### src/rtl/mbfu_pkg.sv
`default_nettype none

package mbfu_pkg;

  localparam int DefStoreBits    = 32;
  localparam int DefMaxFieldBits = 32;

  // command queue between the front and the back part
  localparam int QueueDepth = 4;

  localparam int ByteBits  = 8;
  localparam int WidthBits = 6;
  localparam int ChunkBits = 4;

  typedef enum logic [1:0] {
    StChunk  = 2'd0,
    StAccept = 2'd1,
    StFull   = 2'd2,
    StShort  = 2'd3
  } status_e;

  typedef enum logic {
    ActPush    = 1'b0,
    ActExtract = 1'b1
  } action_e;

  // control part of one queued command, the field value travels beside it
  typedef struct packed {
    status_e              status;
    logic [WidthBits-1:0] width;
  } cmd_ctrl_t;

endpackage

`default_nettype wire

### src/rtl/mbfu_front.sv
`default_nettype none

module mbfu_front #(
  parameter int STORE_BITS     = mbfu_pkg::DefStoreBits,
  parameter int MAX_FIELD_BITS = mbfu_pkg::DefMaxFieldBits
) (
  input  wire logic                           clk_i,
  input  wire logic                           rst_ni,
  input  wire logic                           in_valid_i,
  output logic                                in_ready_o,
  input  wire logic                           action_i,
  input  wire logic [mbfu_pkg::ByteBits-1:0]  data_byte_i,
  input  wire logic [mbfu_pkg::WidthBits-1:0] field_width_i,
  input  wire logic                           q_full_i,
  output logic                                q_write_o,
  output mbfu_pkg::cmd_ctrl_t                 q_ctrl_o,
  output logic [MAX_FIELD_BITS-1:0]           q_value_o
);
  import mbfu_pkg::*;

  localparam int CntW = $clog2(STORE_BITS + 1);
  localparam int CmpW = (CntW > 7) ? CntW : 7;
  localparam int SW   = (STORE_BITS > MAX_FIELD_BITS) ? STORE_BITS : MAX_FIELD_BITS;

  logic [STORE_BITS-1:0] store_q, store_d;
  logic [CntW-1:0]       cnt_q, cnt_d;

  logic                  accept;
  logic                  full;
  logic                  too_big;
  logic                  short_bits;
  logic [CmpW-1:0]       cnt_ext;
  logic [CmpW-1:0]       width_ext;
  logic [CmpW-1:0]       rest;
  logic [SW-1:0]         shifted;
  logic [MAX_FIELD_BITS-1:0] field_mask;

  assign accept     = in_valid_i && !q_full_i;
  assign in_ready_o = !q_full_i;
  assign q_write_o  = accept;

  assign full       = cnt_q > CntW'(STORE_BITS - ByteBits);
  assign cnt_ext    = CmpW'(cnt_q);
  assign width_ext  = CmpW'(field_width_i);
  assign too_big    = width_ext > CmpW'(MAX_FIELD_BITS);
  assign short_bits = too_big || (width_ext > cnt_ext);
  assign rest       = cnt_ext - width_ext;

  // oldest bits sit highest, so the field is what lies above the remaining bits
  assign shifted    = SW'(store_q) >> rest;
  assign field_mask = ~({MAX_FIELD_BITS{1'b1}} << field_width_i);

  always_comb begin
    store_d   = store_q;
    cnt_d     = cnt_q;
    q_ctrl_o  = '{status: StChunk, width: '0};
    q_value_o = '0;
    if (action_i == ActPush) begin
      if (full) begin
        q_ctrl_o.status = StFull;
      end else begin
        q_ctrl_o.status = StAccept;
        store_d = {store_q[STORE_BITS-ByteBits-1:0], data_byte_i};
        cnt_d   = cnt_q + CntW'(ByteBits);
      end
    end else if (field_width_i == '0) begin
      q_ctrl_o.status = StChunk;
    end else if (short_bits) begin
      q_ctrl_o.status = StShort;
    end else begin
      q_ctrl_o.width = field_width_i;
      q_value_o      = shifted[MAX_FIELD_BITS-1:0] & field_mask;
      cnt_d          = CntW'(rest);
      store_d        = store_q & ~({STORE_BITS{1'b1}} << rest);
    end
  end

  always_ff @(posedge clk_i or negedge rst_ni) begin
    if (!rst_ni) begin
      store_q <= '0;
      cnt_q   <= '0;
    end else if (accept) begin
      store_q <= store_d;
      cnt_q   <= cnt_d;
    end
  end

endmodule

`default_nettype wire

### src/rtl/mbfu_queue.sv
`default_nettype none

module mbfu_queue #(
  parameter int DATA_W = 8,
  parameter int DEPTH  = mbfu_pkg::QueueDepth
) (
  input  wire logic              clk_i,
  input  wire logic              rst_ni,
  input  wire logic              write_i,
  input  wire logic [DATA_W-1:0] wdata_i,
  output logic                   full_o,
  input  wire logic              read_i,
  output logic                   empty_o,
  output logic [DATA_W-1:0]      rdata_o
);
  localparam int PtrW = (DEPTH > 1) ? $clog2(DEPTH) : 1;
  localparam int CntW = $clog2(DEPTH + 1);

  logic [DATA_W-1:0] mem_q [DEPTH];
  logic [PtrW-1:0]   wr_ptr_q, rd_ptr_q;
  logic [CntW-1:0]   cnt_q;

  assign full_o  = cnt_q == CntW'(DEPTH);
  assign empty_o = cnt_q == '0;
  assign rdata_o = mem_q[rd_ptr_q];

  always_ff @(posedge clk_i) begin
    if (write_i) begin
      mem_q[wr_ptr_q] <= wdata_i;
    end
  end

  always_ff @(posedge clk_i or negedge rst_ni) begin
    if (!rst_ni) begin
      wr_ptr_q <= '0;
      rd_ptr_q <= '0;
      cnt_q    <= '0;
    end else begin
      if (write_i) begin
        wr_ptr_q <= (wr_ptr_q == PtrW'(DEPTH - 1)) ? '0 : wr_ptr_q + 1'b1;
      end
      if (read_i) begin
        rd_ptr_q <= (rd_ptr_q == PtrW'(DEPTH - 1)) ? '0 : rd_ptr_q + 1'b1;
      end
      if (write_i && !read_i) begin
        cnt_q <= cnt_q + 1'b1;
      end else if (read_i && !write_i) begin
        cnt_q <= cnt_q - 1'b1;
      end
    end
  end

endmodule

`default_nettype wire

### src/rtl/mbfu_back.sv
`default_nettype none

module mbfu_back #(
  parameter int MAX_FIELD_BITS = mbfu_pkg::DefMaxFieldBits
) (
  input  wire logic                            clk_i,
  input  wire logic                            rst_ni,
  input  wire logic                            q_empty_i,
  input  wire mbfu_pkg::cmd_ctrl_t             q_ctrl_i,
  input  wire logic [MAX_FIELD_BITS-1:0]       q_value_i,
  output logic                                 q_read_o,
  output logic                                 out_valid_o,
  input  wire logic                            out_ready_i,
  output logic [mbfu_pkg::ByteBits-1:0]        chunk_o,
  output logic [mbfu_pkg::ChunkBits-1:0]       chunk_bits_o,
  output mbfu_pkg::status_e                    status_o,
  output logic                                 last_o
);
  import mbfu_pkg::*;

  localparam int NBytes = (MAX_FIELD_BITS + ByteBits - 1) / ByteBits;

  logic                      busy_q;
  cmd_ctrl_t                 work_ctrl_q;
  logic [MAX_FIELD_BITS-1:0] work_val_q;

  logic                      out_valid_q;
  logic [ByteBits-1:0]       chunk_q;
  logic [ChunkBits-1:0]      bits_q;
  status_e                   status_q;
  logic                      last_q;

  logic                      advance;
  logic                      have;
  cmd_ctrl_t                 src_ctrl;
  logic [MAX_FIELD_BITS-1:0] src_val;
  logic [NBytes*ByteBits-1:0] src_pad;
  logic [ChunkBits-1:0]      n_bits;
  logic [WidthBits-1:0]      rem_next;
  logic [WidthBits-1:0]      byte_idx;
  logic [ByteBits-1:0]       chunk_sel;
  logic                      is_last;

  assign advance  = !out_valid_q || out_ready_i;
  assign have     = busy_q || !q_empty_i;
  assign q_read_o = advance && !busy_q && !q_empty_i;

  assign src_ctrl = busy_q ? work_ctrl_q : q_ctrl_i;
  assign src_val  = busy_q ? work_val_q : q_value_i;
  assign src_pad  = (NBytes * ByteBits)'(src_val);

  // leading partial chunk first, whole bytes after it
  always_comb begin
    if (src_ctrl.width == '0) begin
      n_bits = '0;
    end else if (src_ctrl.width[2:0] != 3'd0) begin
      n_bits = ChunkBits'(src_ctrl.width[2:0]);
    end else begin
      n_bits = ChunkBits'(ByteBits);
    end
  end

  assign rem_next = src_ctrl.width - WidthBits'(n_bits);
  assign byte_idx = rem_next >> 3;
  assign is_last  = rem_next == '0;

  always_comb begin
    chunk_sel = '0;
    for (int i = 0; i < NBytes; i++) begin
      if (byte_idx == WidthBits'(i)) begin
        chunk_sel = chunk_sel | src_pad[i*ByteBits +: ByteBits];
      end
    end
  end

  always_ff @(posedge clk_i or negedge rst_ni) begin
    if (!rst_ni) begin
      busy_q      <= 1'b0;
      out_valid_q <= 1'b0;
    end else if (advance) begin
      out_valid_q <= have;
      if (have) begin
        busy_q <= !is_last;
      end
    end
  end

  always_ff @(posedge clk_i) begin
    if (advance && have) begin
      work_ctrl_q.status <= src_ctrl.status;
      work_ctrl_q.width  <= rem_next;
      work_val_q         <= src_val;
      chunk_q            <= chunk_sel;
      bits_q             <= n_bits;
      status_q           <= src_ctrl.status;
      last_q             <= is_last;
    end
  end

  assign out_valid_o  = out_valid_q;
  assign chunk_o      = chunk_q;
  assign chunk_bits_o = bits_q;
  assign status_o     = status_q;
  assign last_o       = last_q;

endmodule

`default_nettype wire

### src/rtl/msb_first_bit_field_unpacker.sv
// channel  | direction | tdata (lsb up)                        | tuser   | tlast
// s_axis   | in        | data_byte[7:0], field_width[13:8], pad | action  | -
// m_axis   | out       | chunk[7:0], chunk_bits[11:8], pad      | status  | last
//
// the bit buffer is updated in the same cycle that a transfer is taken on s_axis
// results leave the back part one per cycle while m_axis is ready: one for a push or a status result,
// ceil(width/8) chunks for an extract
// a four-entry command queue separates the two parts; s_axis stalls only when it is full
// reset clears the bit buffer, the queue and the output register, no startup pass
`default_nettype none

module msb_first_bit_field_unpacker #(
  parameter int STORE_BITS     = mbfu_pkg::DefStoreBits,
  parameter int MAX_FIELD_BITS = mbfu_pkg::DefMaxFieldBits
) (
  input  wire logic        clk_i,
  input  wire logic        rst_ni,
  input  wire logic        s_axis_tvalid_i,
  output logic             s_axis_tready_o,
  input  wire logic [15:0] s_axis_tdata_i,  // data_byte[7:0], field_width[13:8]
  input  wire logic        s_axis_tuser_i,  // action
  output logic             m_axis_tvalid_o,
  input  wire logic        m_axis_tready_i,
  output logic [15:0]      m_axis_tdata_o,  // chunk[7:0], chunk_bits[11:8]
  output logic [1:0]       m_axis_tuser_o,  // status
  output logic             m_axis_tlast_o
);
  import mbfu_pkg::*;

  localparam int QDataW = $bits(cmd_ctrl_t) + MAX_FIELD_BITS;

  logic                      q_full;
  logic                      q_empty;
  logic                      q_write;
  logic                      q_read;
  cmd_ctrl_t                 wr_ctrl;
  logic [MAX_FIELD_BITS-1:0] wr_value;
  logic [QDataW-1:0]         q_rdata;
  cmd_ctrl_t                 rd_ctrl;
  logic [MAX_FIELD_BITS-1:0] rd_value;

  logic [ByteBits-1:0]       chunk;
  logic [ChunkBits-1:0]      chunk_bits;
  status_e                   status;

  mbfu_front #(
    .STORE_BITS    (STORE_BITS),
    .MAX_FIELD_BITS(MAX_FIELD_BITS)
  ) u_front (
    .clk_i        (clk_i),
    .rst_ni       (rst_ni),
    .in_valid_i   (s_axis_tvalid_i),
    .in_ready_o   (s_axis_tready_o),
    .action_i     (s_axis_tuser_i),
    .data_byte_i  (s_axis_tdata_i[7:0]),
    .field_width_i(s_axis_tdata_i[13:8]),
    .q_full_i     (q_full),
    .q_write_o    (q_write),
    .q_ctrl_o     (wr_ctrl),
    .q_value_o    (wr_value)
  );

  mbfu_queue #(
    .DATA_W(QDataW),
    .DEPTH (QueueDepth)
  ) u_queue (
    .clk_i  (clk_i),
    .rst_ni (rst_ni),
    .write_i(q_write),
    .wdata_i({wr_ctrl, wr_value}),
    .full_o (q_full),
    .read_i (q_read),
    .empty_o(q_empty),
    .rdata_o(q_rdata)
  );

  assign rd_ctrl  = cmd_ctrl_t'(q_rdata[QDataW-1:MAX_FIELD_BITS]);
  assign rd_value = q_rdata[MAX_FIELD_BITS-1:0];

  mbfu_back #(
    .MAX_FIELD_BITS(MAX_FIELD_BITS)
  ) u_back (
    .clk_i       (clk_i),
    .rst_ni      (rst_ni),
    .q_empty_i   (q_empty),
    .q_ctrl_i    (rd_ctrl),
    .q_value_i   (rd_value),
    .q_read_o    (q_read),
    .out_valid_o (m_axis_tvalid_o),
    .out_ready_i (m_axis_tready_i),
    .chunk_o     (chunk),
    .chunk_bits_o(chunk_bits),
    .status_o    (status),
    .last_o      (m_axis_tlast_o)
  );

  assign m_axis_tdata_o = {4'b0000, chunk_bits, chunk};
  assign m_axis_tuser_o = status;

endmodule

`default_nettype wire

### config.mk
export PLATFORM = sky130hd
export DESIGN_NAME = msb_first_bit_field_unpacker
export DESIGN_NICKNAME = d
export VERILOG_FILES = /design/src/rtl/mbfu_pkg.sv /design/src/rtl/mbfu_front.sv /design/src/rtl/mbfu_queue.sv /design/src/rtl/mbfu_back.sv /design/src/rtl/msb_first_bit_field_unpacker.sv
export SDC_FILE = /design/constraint.sdc
export NUM_CORES = 1
export LEC_CHECK = 0
export BUFFER_PORTS_ARGS = -buffer_cell sky130_fd_sc_hd__buf_2
export CORE_MARGIN = 2
export CORE_UTILIZATION = 55
export CTS_CLUSTER_SIZE = 30
export DETAILED_ROUTE_END_ITERATION = 16
export GPL_TIMING_DRIVEN = 0
export PLACE_DENSITY = 0.73
export SYNTH_ARGS = -nofsm -noshare
export SYNTH_HDL_FRONTEND = slang
export SYNTH_SLANG_ARGS = --single-unit
### constraint.sdc
create_clock -name clk_i -period 5.3 [get_ports clk_i]
set_clock_uncertainty 0.2 [all_clocks]
set_input_delay 0.265 -clock clk_i [delete_from_list [all_inputs] [get_ports clk_i]]
set_output_delay 0.265 -clock clk_i [all_outputs]
set_load 0.01 [all_outputs]
==> Flow_metrics.wiki <==
{| class="wikitable"
! Metric !! Value
|-
| Status || complete, no violations
|-
| Min cycle time layout || 4970 ps
|-
| Post-synthesis instance area || 13500 um2
|-
| Setup crit start kind || register
|-
| Synth warnings || 0
|-
| Startpoint of the lowest-slack hold path || s_axis_tdata_i[9]
|-
| Combined area of the multi-input logic cells || 5440 um2
|-
| Crit path buf inv count || 6
|-
| EDFF count, synth || 213
|-
| Routed length on met3 || 1.85 mm
|-
| Fraction of registers with async set or reset after synthesis || 0.181
|-
| Post-Route Setup TNS || 0 ps
|-
| Die width || 161 um
|-
| Required time at the endpoint of the critical path || 5370 ps
|-
| Register-to-register setup slack || 330 ps
|-
| Remaining global-route overflow || 0
|-
| Clk sink count || 260
|-
| Slowest cell on the critical path || sky130_fd_sc_hd__buf_1
|-
| Core Box Area || 24200 um2
|-
| Antenna Violating Nets Remaining || 0
|-
| Setup slack at placement || -60.6 ps
|-
| CP startpoint || u_back.busy_q
|-
| Setup repair bufs after CTS || 0
|-
| Most used cells in the layout excluding fill and tap cells || sky130_fd_sc_hd__edfxtp_1 (213), sky130_fd_sc_hd__nand2_1 (76), sky130_fd_sc_hd__mux4_2 (58)
|-
| Wirelength per Cell || 24.6 um
|-
| Highest layer used for signal routing || met4
|-
| Critical Path Max Stage Delay || 520 ps
|-
| Die outline area || 25800 um2
|-
| Total clock buffers created by CTS || 26
|-
| Fraction of final layout cells with drive strength greater than 1 || 0.227
|-
| First-pass GRT wire length || 54.1 mm
|-
| Part of the Yosys area used for sequential elements || 0.561
|-
| First DRT Iteration DRCs || 801
|-
| Final hold viol count || 0
|-
| Leakage dissipation || 0.00550 uW
|-
| Worst Hold End || u_queue.mem_q[3][29]
|-
| Nets || 1121
|-
| Library cells used by synthesis || 79
|-
| Router iterations before antenna repair || 5
|-
| Slew @ Worst Pin || 1100 ps
|-
| Drt drc || 0
|-
| VDD IR max || 480 uV
|-
| Top delay family on crit path || buffers and inverters
|-
| Power per standard cell area || 736 nW/um2
|-
| Sort of element at the end of the critical path || register
|-
| H-tree lvl count || 1
|-
| Setup repair after global routing missed its margin || no
|-
| Routed wire length on met2 || 17.0 mm
|-
| Area post-placement || 14200 um2
|-
| Part of the cycle the worst path needs || 0.938
|-
| Number of buffers inserted by port buffering || 34
|-
| Clock latency reported for the late side of the worst-skew pair || 550 ps
|-
| Max Root-Sink Buffers || 3
|-
| Total wire length || 35.1 mm
|-
| Power consumption || 11200 uW
|-
| Antenna fix cells || 0
|-
| Reg clk slew, reported paths || 60 ps
|-
| Worst hold-check path type || input port to register
|-
| Worst-case hold slack || 73.4 ps
|-
| Number of cells traversed by the worst register-to-register path || 15
|-
| Mean area per synthesized cell || 13.5 um2
|-
| Max-capacitance violation count || 0
|-
| Crit Path Max Fanout || 10
|-
| WHS Path Cells || 3
|-
| Post-route met1 wirelength || 14.3 mm
|-
| Max-Slew Margin vs Limit || 0.265
|-
| TritonCTS clock tree || yes
|-
| Floorplan row count || 57
|-
| Placer Congestion || 1.02
|-
| Number of ports placed on the die boundary || 42
|-
| Final Max Tran Viols || 0
|-
| Filler instances || 1818
|-
| Leading cell type in the layout, fill and taps excluded || sky130_fd_sc_hd__edfxtp_1
|-
| Estimated wirelength of the detail-placed design || 25.5 mm
|-
| Overall Global Routing Usage || 0.276
|-
| Smallest setup slack after layout || 327 ps
|-
| Signed area change from the synthesized netlist to the final layout || 12.7%
|-
| Cells along the critical path || clkbuf_1, buf_2, buf_1, mux2i_1, nand4_1, ha_1, clkbuf_1, or3_1, a221o_1, a31o_1, buf_6, a22o_4, buf_6, nand3_1, o211ai_1
|-
| Initial standard-cell utilization of the core || 0.558
|-
| Start-to-end type of the worst setup path || register to register
|-
| Height of the die || 161 um
|-
| Number of storage elements in the synthesis netlist || 260
|-
| Sequential standard cell area || 7570 um2
|-
| Antenna violations before repair || 1
|-
| Cell count after synthesis || 1001
|-
| Clock root buffer || sky130_fd_sc_hd__clkbuf_16
|-
| Final non-filler cell area || 15200 um2
|-
| Maximum clock rate || 201 MHz
|-
| Vias per cell || 6.41
|-
| Reg2Reg Launch Point || u_back.busy_q
|-
| Arrival time reported for the critical path endpoint || 5040 ps
|-
| Top FF cell, synth || sky130_fd_sc_hd__edfxtp_1
|-
| Vias in the first global route || 9166
|-
| Setup violation total in the final timing report || 0
|-
| Pin count of the biggest net entering global routing || 48
|-
| Total vias in the final route || 9126
|-
| Critical R2R Capture || u_back.chunk_o[2]
|}
## how the worst max path moves through the flow
stage	to	cells past startpoint
finish	u_back.chunk_o[2]	15
global route	u_back.chunk_o[2]	15
CTS	u_back.chunk_o[2]	16
detailed placement	u_back.chunk_o[5]	13
global placement	u_back.work_val_q[26]	5
floorplan	u_back.chunk_o[2]	15
## sequential cells by signal, summed over array words and instances (netlist names)
register and cells:
u_back.busy_q 1, u_back.chunk_bits_o 4, u_back.chunk_o 8, u_back.last_o 1, u_back.out_valid_o 1, u_back.work_ctrl_q 8, u_back.work_val_q 32, u_front.cnt_q 6
u_front.store_q 32, u_queue.cnt_q 3, u_queue.mem_q 160, u_queue.rd_ptr_q 2, u_queue.wr_ptr_q 2
## worst reg2reg max path, delay by kind of cell, from the launching register on
| kind | cells | cell delay (ps) |
|---|---|---|
| AOI/OAI and AO/OA | 4 | 910 |
| muxes | 1 | 510 |
| and+or+nand+nor | 3 | 690 |
| adders and majority gates | 1 | 240 |
| DFF | 1 | 320 |
| buffers and inverters | 6 | 1850 |
## cells by family (layout without fill, tap and decap cells)
| family | count (synthesis) | in the layout | share of synthesized area |
|---|---|---|---|
| compound gates | 208 | 208 | 0.112 |
| fa+ha+maj | 20 | 20 | 0.0202 |
| other cells | 1 | 4 | 0.000278 |
| simple gates | 235 | 235 | 0.0853 |
| mux | 156 | 156 | 0.175 |
| buf+inv | 111 | 207 | 0.0381 |
| flops | 260 | 260 | 0.561 |
| xor+xnor | 10 | 10 | 0.00788 |
## stage by stage
stage	util	instances
6_report	0.629	1424
5_1_grt	0.629	1424
4_1_cts	0.629	1425
3_5_place_dp	0.587	1367
3_3_place_gp	0.582	1362
2_1_floorplan	-	1004
## report_power, final
group	leakage, uW	internal, uW	switching [uW]
clock	0.000445	1190	752
sequential	0.00252	2940	337
combinational	0.00253	2290	3690
total	0.00550	6420	4780
## routing by layer
layer / global-route usage / up-vias
li1: - / 4102
met1: 0.365 / 4497
met2: 0.457 / 414
met3: 0.0364 / 113
met4: 0.133 / 0
met5: 0 / -
## cells in the mapped netlist (9+ instances only)
cell type                  number  area share
sky130_fd_sc_hd__a211oi_1      15      0.0083
sky130_fd_sc_hd__a21oi_1       26      0.0096
sky130_fd_sc_hd__a22oi_1       14      0.0078
sky130_fd_sc_hd__a32oi_1       10      0.0065
sky130_fd_sc_hd__and3_1        10      0.0046
sky130_fd_sc_hd__buf_2         21      0.0078
sky130_fd_sc_hd__buf_4          9      0.0050
sky130_fd_sc_hd__clkbuf_1      32      0.0089
sky130_fd_sc_hd__dfrtp_1       47       0.087
sky130_fd_sc_hd__edfxtp_1     213        0.47
sky130_fd_sc_hd__ha_1          17       0.016
sky130_fd_sc_hd__inv_1         38       0.011
sky130_fd_sc_hd__mux2_2        50       0.042
sky130_fd_sc_hd__mux2i_1       47       0.035
sky130_fd_sc_hd__mux4_2        58       0.097
sky130_fd_sc_hd__nand2_1       76       0.021
sky130_fd_sc_hd__nand3_1       26      0.0096
sky130_fd_sc_hd__nand4_1       16      0.0074
sky130_fd_sc_hd__nor2_1        42       0.012
sky130_fd_sc_hd__nor3_1        27       0.010
sky130_fd_sc_hd__o211ai_1      28       0.016
sky130_fd_sc_hd__o21ai_0       45       0.017
sky130_fd_sc_hd__or3_1         10      0.0046
## area by class of cell
class,count,area share
multi-input combinational,633,0.357
clock buffer,32,0.0442
sequential,260,0.498
clock inverter,16,0.0155
timing repair buffer,49,0.0248
tap,324,0.0266
inverter,38,0.00938
buffer,72,0.0242
## what timing repair did
action,in CTS,in global routing
resized for setup,1,0
hold buffers,10,0
endpoints found under the setup margin,1,9
endpoints found under the hold margin,57,0
(Power assumes the default switching activity.)
